$ cat config.mk
export PLATFORM = sky130hd
export DESIGN_NAME = extended_gcd_coefficient_top
export DESIGN_NICKNAME = d
export VERILOG_FILES = /design/src/rtl/egcd_pkg.sv /design/src/rtl/extended_gcd_coefficient_top.sv /design/src/rtl/egcd_divider.sv
export SDC_FILE = /design/constraint.sdc
export NUM_CORES = 2
export LEC_CHECK = 0
export BUFFER_PORTS_ARGS = -buffer_cell sky130_fd_sc_hd__buf_4
export CELL_PAD_IN_SITES_DETAIL_PLACEMENT = 1
export CELL_PAD_IN_SITES_GLOBAL_PLACEMENT = 2
export CORE_AREA = 2 2 348 281
export CTS_CLUSTER_DIAMETER = 200
export DETAILED_ROUTE_END_ITERATION = 8
export DIE_AREA = 0 0 350 283
export HOLD_SLACK_MARGIN = 0.03
export PLACE_DENSITY_LB_ADDON = 0.1
export SLEW_MARGIN = 0
export SYNTH_ARGS = -nofsm -noshare
export SYNTH_HDL_FRONTEND = slang
export SYNTH_SLANG_ARGS = --single-unit
$ cat constraint.sdc
create_clock -name clk -period 9 [get_ports clk]
set_input_delay 0 -clock clk [delete_from_list [all_inputs] [get_ports clk]]
set_output_delay 0 -clock clk [all_outputs]
set_load 0.1 [all_outputs]
$ cat src/rtl/egcd_pkg.sv
package egcd_pkg;

  localparam int DATA_WIDTH = 32;
  localparam int CNT_W = $clog2(DATA_WIDTH + 1);

  typedef struct packed {
    logic signed [DATA_WIDTH-1:0] a_value;
    logic signed [DATA_WIDTH-1:0] b_value;
  } in_item_t;

  typedef struct packed {
    logic [DATA_WIDTH-2:0] gcd_value;
    logic signed [DATA_WIDTH-1:0] coef_x;
  } out_item_t;

  typedef struct packed {
    logic [DATA_WIDTH-1:0] quotient;
    logic [DATA_WIDTH-1:0] remainder;
  } div_result_t;

endpackage

$ cat src/rtl/extended_gcd_coefficient_top.sv
// extended gcd with bezout coefficient of the first operand
// input channel: in_valid / in_stall / in_item (a_value, b_value); a transfer
// happens on a rising edge with in_valid high and in_stall low
// output channel: out_valid / out_stall / out_item (gcd_value, coef_x)
// each input transfer yields exactly one output transfer
// in_stall stays high from the input transfer until the result is loaded
// into the output register, so one item is in flight at a time
// each euclid round passes through the check, the shared restoring divider,
// the multiply and the update; 32-bit operands need at most about 46 rounds
// the divider, one quotient bit per cycle, sets the round length
// a result waits in the output register while out_stall is high, and a new
// input can be taken meanwhile; its result is held back until the old one
// has been transferred
// synchronous reset empties the output register and returns to idle
module extended_gcd_coefficient_top (
  input  logic                  clk,
  input  logic                  rst,
  input  logic                  in_valid,
  output logic                  in_stall,
  input  egcd_pkg::in_item_t    in_item,
  output logic                  out_valid,
  input  logic                  out_stall,
  output egcd_pkg::out_item_t   out_item
);

  localparam int W = egcd_pkg::DATA_WIDTH;

  localparam logic [2:0] ST_IDLE   = 3'd0;
  localparam logic [2:0] ST_CHECK  = 3'd1;
  localparam logic [2:0] ST_DIV    = 3'd2;
  localparam logic [2:0] ST_MUL    = 3'd3;
  localparam logic [2:0] ST_UPD    = 3'd4;
  localparam logic [2:0] ST_FINISH = 3'd5;

  logic [2:0]   state;
  logic [W-1:0] ra;
  logic [W-1:0] rb;
  logic [W-1:0] oldx;
  logic [W-1:0] x;
  logic [W-1:0] qv;
  logic [W-1:0] rc;
  logic [W-1:0] prod;

  logic [W-1:0] mag_a;
  logic [W-1:0] mag_b;
  logic         neg_a;
  logic         neg_b;
  logic         div_start;
  logic         div_done;
  logic         load_out;
  egcd_pkg::div_result_t div_res;

  assign neg_a = ra[W-1];
  assign neg_b = rb[W-1];
  assign mag_a = neg_a ? (W'(0) - ra) : ra;
  assign mag_b = neg_b ? (W'(0) - rb) : rb;

  assign div_start = (state == ST_CHECK) && (rb != '0);
  assign in_stall  = (state != ST_IDLE);
  assign load_out  = (state == ST_FINISH) && (!out_valid || !out_stall);

  egcd_divider u_div (
    .clk      (clk),
    .rst      (rst),
    .start    (div_start),
    .dividend (mag_a),
    .divisor  (mag_b),
    .done     (div_done),
    .result   (div_res)
  );

  always_ff @(posedge clk) begin
    if (rst) begin
      state     <= ST_IDLE;
      out_valid <= 1'b0;
    end else begin
      if (load_out) begin
        out_valid <= 1'b1;
      end else if (out_valid && !out_stall) begin
        out_valid <= 1'b0;
      end
      case (state)
        ST_IDLE: begin
          if (in_valid) begin
            state <= ST_CHECK;
          end
        end
        ST_CHECK: begin
          state <= (rb == '0) ? ST_FINISH : ST_DIV;
        end
        ST_DIV: begin
          if (div_done) begin
            state <= ST_MUL;
          end
        end
        ST_MUL: begin
          state <= ST_UPD;
        end
        ST_UPD: begin
          state <= ST_CHECK;
        end
        ST_FINISH: begin
          if (load_out) begin
            state <= ST_IDLE;
          end
        end
        default: begin
          state <= ST_IDLE;
        end
      endcase
    end
  end

  // coefficients only matter modulo 2^W, so they run at W bits
  always_ff @(posedge clk) begin
    case (state)
      ST_IDLE: begin
        if (in_valid) begin
          ra   <= in_item.a_value;
          rb   <= in_item.b_value;
          oldx <= W'(1);
          x    <= '0;
        end
      end
      ST_DIV: begin
        if (div_done) begin
          qv <= (neg_a ^ neg_b) ? (W'(0) - div_res.quotient) : div_res.quotient;
          rc <= neg_a ? (W'(0) - div_res.remainder) : div_res.remainder;
        end
      end
      ST_MUL: begin
        prod <= W'(qv * x);
      end
      ST_UPD: begin
        ra   <= rb;
        rb   <= rc;
        oldx <= x;
        x    <= oldx - prod;
      end
      ST_FINISH: begin
        if (load_out) begin
          out_item.gcd_value <= neg_a ? (W-1)'(W'(0) - ra) : ra[W-2:0];
          out_item.coef_x    <= neg_a ? (W'(0) - oldx) : oldx;
        end
      end
      default: begin
      end
    endcase
  end

endmodule

$ cat src/rtl/egcd_divider.sv
module egcd_divider (
  input  logic                                clk,
  input  logic                                rst,
  input  logic                                start,
  input  logic [egcd_pkg::DATA_WIDTH-1:0]     dividend,
  input  logic [egcd_pkg::DATA_WIDTH-1:0]     divisor,
  output logic                                done,
  output egcd_pkg::div_result_t               result
);

  localparam int W = egcd_pkg::DATA_WIDTH;

  logic [egcd_pkg::CNT_W-1:0] count;
  logic [W-1:0] quo;
  logic [W-1:0] rem;
  logic [W-1:0] dsr;
  logic [W:0]   shifted;
  logic [W+1:0] diff;

  // restoring division, one quotient bit per cycle
  assign shifted = {rem, quo[W-1]};
  assign diff    = {1'b0, shifted} - {2'b00, dsr};

  always_ff @(posedge clk) begin
    if (rst) begin
      count <= '0;
      done  <= 1'b0;
    end else begin
      done <= 1'b0;
      if (start) begin
        count <= egcd_pkg::CNT_W'(W);
      end else if (count != '0) begin
        count <= count - 1'b1;
        if (count == egcd_pkg::CNT_W'(1)) begin
          done <= 1'b1;
        end
      end
    end
  end

  always_ff @(posedge clk) begin
    if (start) begin
      quo <= dividend;
      rem <= '0;
      dsr <= divisor;
    end else if (count != '0) begin
      if (diff[W+1]) begin
        rem <= shifted[W-1:0];
        quo <= {quo[W-2:0], 1'b0};
      end else begin
        rem <= diff[W-1:0];
        quo <= {quo[W-2:0], 1'b1};
      end
    end
  end

  assign result.quotient  = quo;
  assign result.remainder = rem;

endmodule
==> flow_summary.toml <==
[global_route]
antenna_found_initial = 2
grt-ovfl-total = 0
grt_max_degree = 67
grt_pass1_wl_um = 182000
grt.total_usage = 0.242
grt_pass1_vias = 29305

[sta]
post-route-period-util = 0.896
rsz0062_at_grt = "no"
slew_headroom = 0.210
holdWs_ps = 221
final-setup-viol-count = 0
period_minus_slack_ps = 8070
final.setup.tns_ps = 0
slew_violations = 0
fmax_mhz = 124
hold_viol = 0
tightest_slew_ps = 1180
worst_clock_skew_ps = 48.1

[cells_and_area]
layout_commonest_cell = "nand2_1"
multi_input_area_um2 = 22300
drive_gt1_frac = 0.0738
final.fill_count = 10690
fin_cells = 5110
largest-register = "out_item"
ff_latch_area_um2 = 11400
fin_nets = 4442
largest_register_ff_count = 63
final_cell_mix = "552 x nand2_1, 489 x inv_1, 410 x fa_1, 351 x edfxtp_1, 335 x and2_1"
syn_to_final_growth_pct = 12.9

[detailed_routing]
dr.pass1.iters = 5
antenna_left = 0
drc_errors = 0
routed_via_density = 5.16
vias = 26386
totalWireLength_um = 118000
wl_per_cell_um = 23.0
drt_iter0_drc = 1531

[floorplanning]
dieWidth_um = 350
die_area_um2 = 99100
fp.coreArea_um2 = 95800
pin_count = 133
die_y_um = 283
rows = 102
initial_core_util = 0.376

[clock_network]
path_clk_slew_ps = 60
clock-sinks = 394
cts_setup_buffers = 0
cts_tree = "done"
numCtsBuffers = 46
cts_buffer_depth = 3
hold_buffers = 68
ctsResizeCount = 0
root_buffer = "clkbuf_16"
cts_max_level = 2
clkLatencyLatePin_ps = 620

[logic_synthesis]
yosys_warnings = 0
seq_area_frac_synth = 0.316
ys_types = 71
synth-main-ff-cell = "edfxtp_1"
synth.avg_cell_area_um2 = 9.95
synthCells = 3624
syn-num-nets = 4295
synth-edff-count = 351
synth-seq-cells = 394
synth_area_um2 = 36000
synthArstFlopShare = 0

[hold_path]
hold-path-cell-count = 4
hp-start = "in_item[29]"
whs_endpoint = "rb[29]"
hp-class = "in -> reg"

[power_and_ir_drop]
p_seq_frac = 0.190
switching_share = 0.488
leakagePower_nw = 17.5
ir_drop_uv = 661
power.density_nw_per_um2 = 416
switchingPower_mw = 8.26
pwr-share-clk = 0.114
combinationalPowerShare = 0.695
p_int_mw = 8.66

[worst_setup_path]
cp_num_cells = 23
rrSetupSlack_ps = 930
worstSetupPathType = "reg -> reg"
crit_top_cell = "fa_1"
path_delay_family = "adder cells"
rr_startpoint = "x[7]"
cp_slowest_cell = "edfxtp_1"
start_kind = "flip-flop"
cp_num_buf_inv = 5
cp.required_ps = 9360
cp.arrival_ps = 8430
reg2reg_depth = 23
reg2reg_to = "prod[29]"
crit_path_end_kind = "flip-flop"
critPathMaxFanout = 26
cp_slowest_stage_delay_ps = 1110
path_cells = "and2_1 > fa_1 > fa_1 > fa_1 > inv_1 > fa_1 > inv_1 > fa_1 > inv_1 > fa_1 > inv_1 > fa_1 > fa_1 > ha_1 > a21o_1 > a21oi_1 > a31oi_1 > o41ai_1 > nor2_1 > a2111oi_1 > buf_4 > o21ai_0 > xnor2_1"

[placement]
port_buffers = 132
place.gp.congestion = 0.865
dp_hpwl_um = 91700
dp_cells = 4955

[outcome]
status = "finished, final reports clean"

[run]
maxCapViolations = 0
per-layer routing:
metal / global-route usage / vias up / share of wire
met5: 0 / - / 0.000076
met4: 0.0587 / 2 / 0.026
met1: 0.353 / 13648 / 0.48
li1: - / 12055 / -
met3: 0.0404 / 132 / 0.051
met2: 0.374 / 549 / 0.44
cell usage after synthesis (all sizes together), types with 9 or more instances:
master	number	area share
a211oi	11	0.0023
a21o	30	0.0062
a21oi	111	0.015
a31oi	13	0.0023
and2	336	0.058
and3	44	0.0076
buf	19	0.0028
clkbuf	131	0.014
dfxtp	43	0.024
edfxtp	351	0.29
fa	410	0.23
ha	193	0.067
inv	490	0.051
mux2i	27	0.0075
nand2	554	0.058
nand2b	22	0.0038
nand3	21	0.0029
nand4	9	0.0016
nor2	123	0.013
nor2b	9	0.0016
nor3	47	0.0067
nor4	11	0.0019
o21a	20	0.0042
o21ai	127	0.018
o21bai	13	0.0027
o31ai	36	0.0076
o41ai	21	0.0053
or3	36	0.0067
or4	20	0.0043
xnor2	228	0.055
xor2	58	0.014
cells by family after synthesis:
family                   Yosys count  synth area share
multiplexers                      34           0.00969
AO/OA/AOI/OAI                    425            0.0742
AND/OR/NAND/NOR                 1242             0.168
buffers and inverters            640            0.0675
adder cells (fa/ha/maj)          603             0.295
XOR/XNOR                         286            0.0695
flip-flops                       394             0.316
worst min-delay path, delay by kind of cell:
family	cells	cell delay (ps)
buffers and inverters	2	620
AND/OR/NAND/NOR	2	90
through the flow:
stage          power (mW)  utilization  worst slack [ps]  cell area [um^2]
3_5_place_dp         15.0        0.402               970             38500
5_1_grt              18.4        0.424               580             40700
6_report             16.9        0.424               933             40700
2_1_floorplan        10.9            -               938             36000
3_3_place_gp         14.7        0.402              1130             38500
4_1_cts              17.1        0.424               962             40700
area by class of cell:
class | count | share of cell area
Antenna cell | 2 | 0.000123
Inverter | 490 | 0.0452
Tap cell | 1300 | 0.0400
Sequential cell | 394 | 0.280
Clock inverter | 25 | 0.00603
Clock buffer | 60 | 0.0311
Multi-Input combinational cell | 2590 | 0.547
Timing Repair Buffer | 249 | 0.0501
power groups by stage:
stage          registers (mW)  logic (mW)  clock network, mW
3_3_place_gp             3.25        11.5                  0
2_1_floorplan            3.09        7.81                  0
4_1_cts                  3.22        11.9               1.99
5_1_grt                  3.27        13.0               2.04
3_5_place_dp             3.26        11.8                  0
6_report                 3.22        11.8               1.94
worst max path at each step:
stage               endpoint     start
CTS                 prod[29]      x[7]
floorplan              qv[0]  state[1]
global placement    prod[31]      x[7]
global route        prod[29]      x[7]
detailed placement  prod[29]      x[7]
finish              prod[29]      x[7]
Note: power is estimated with default switching activity, not from simulation.
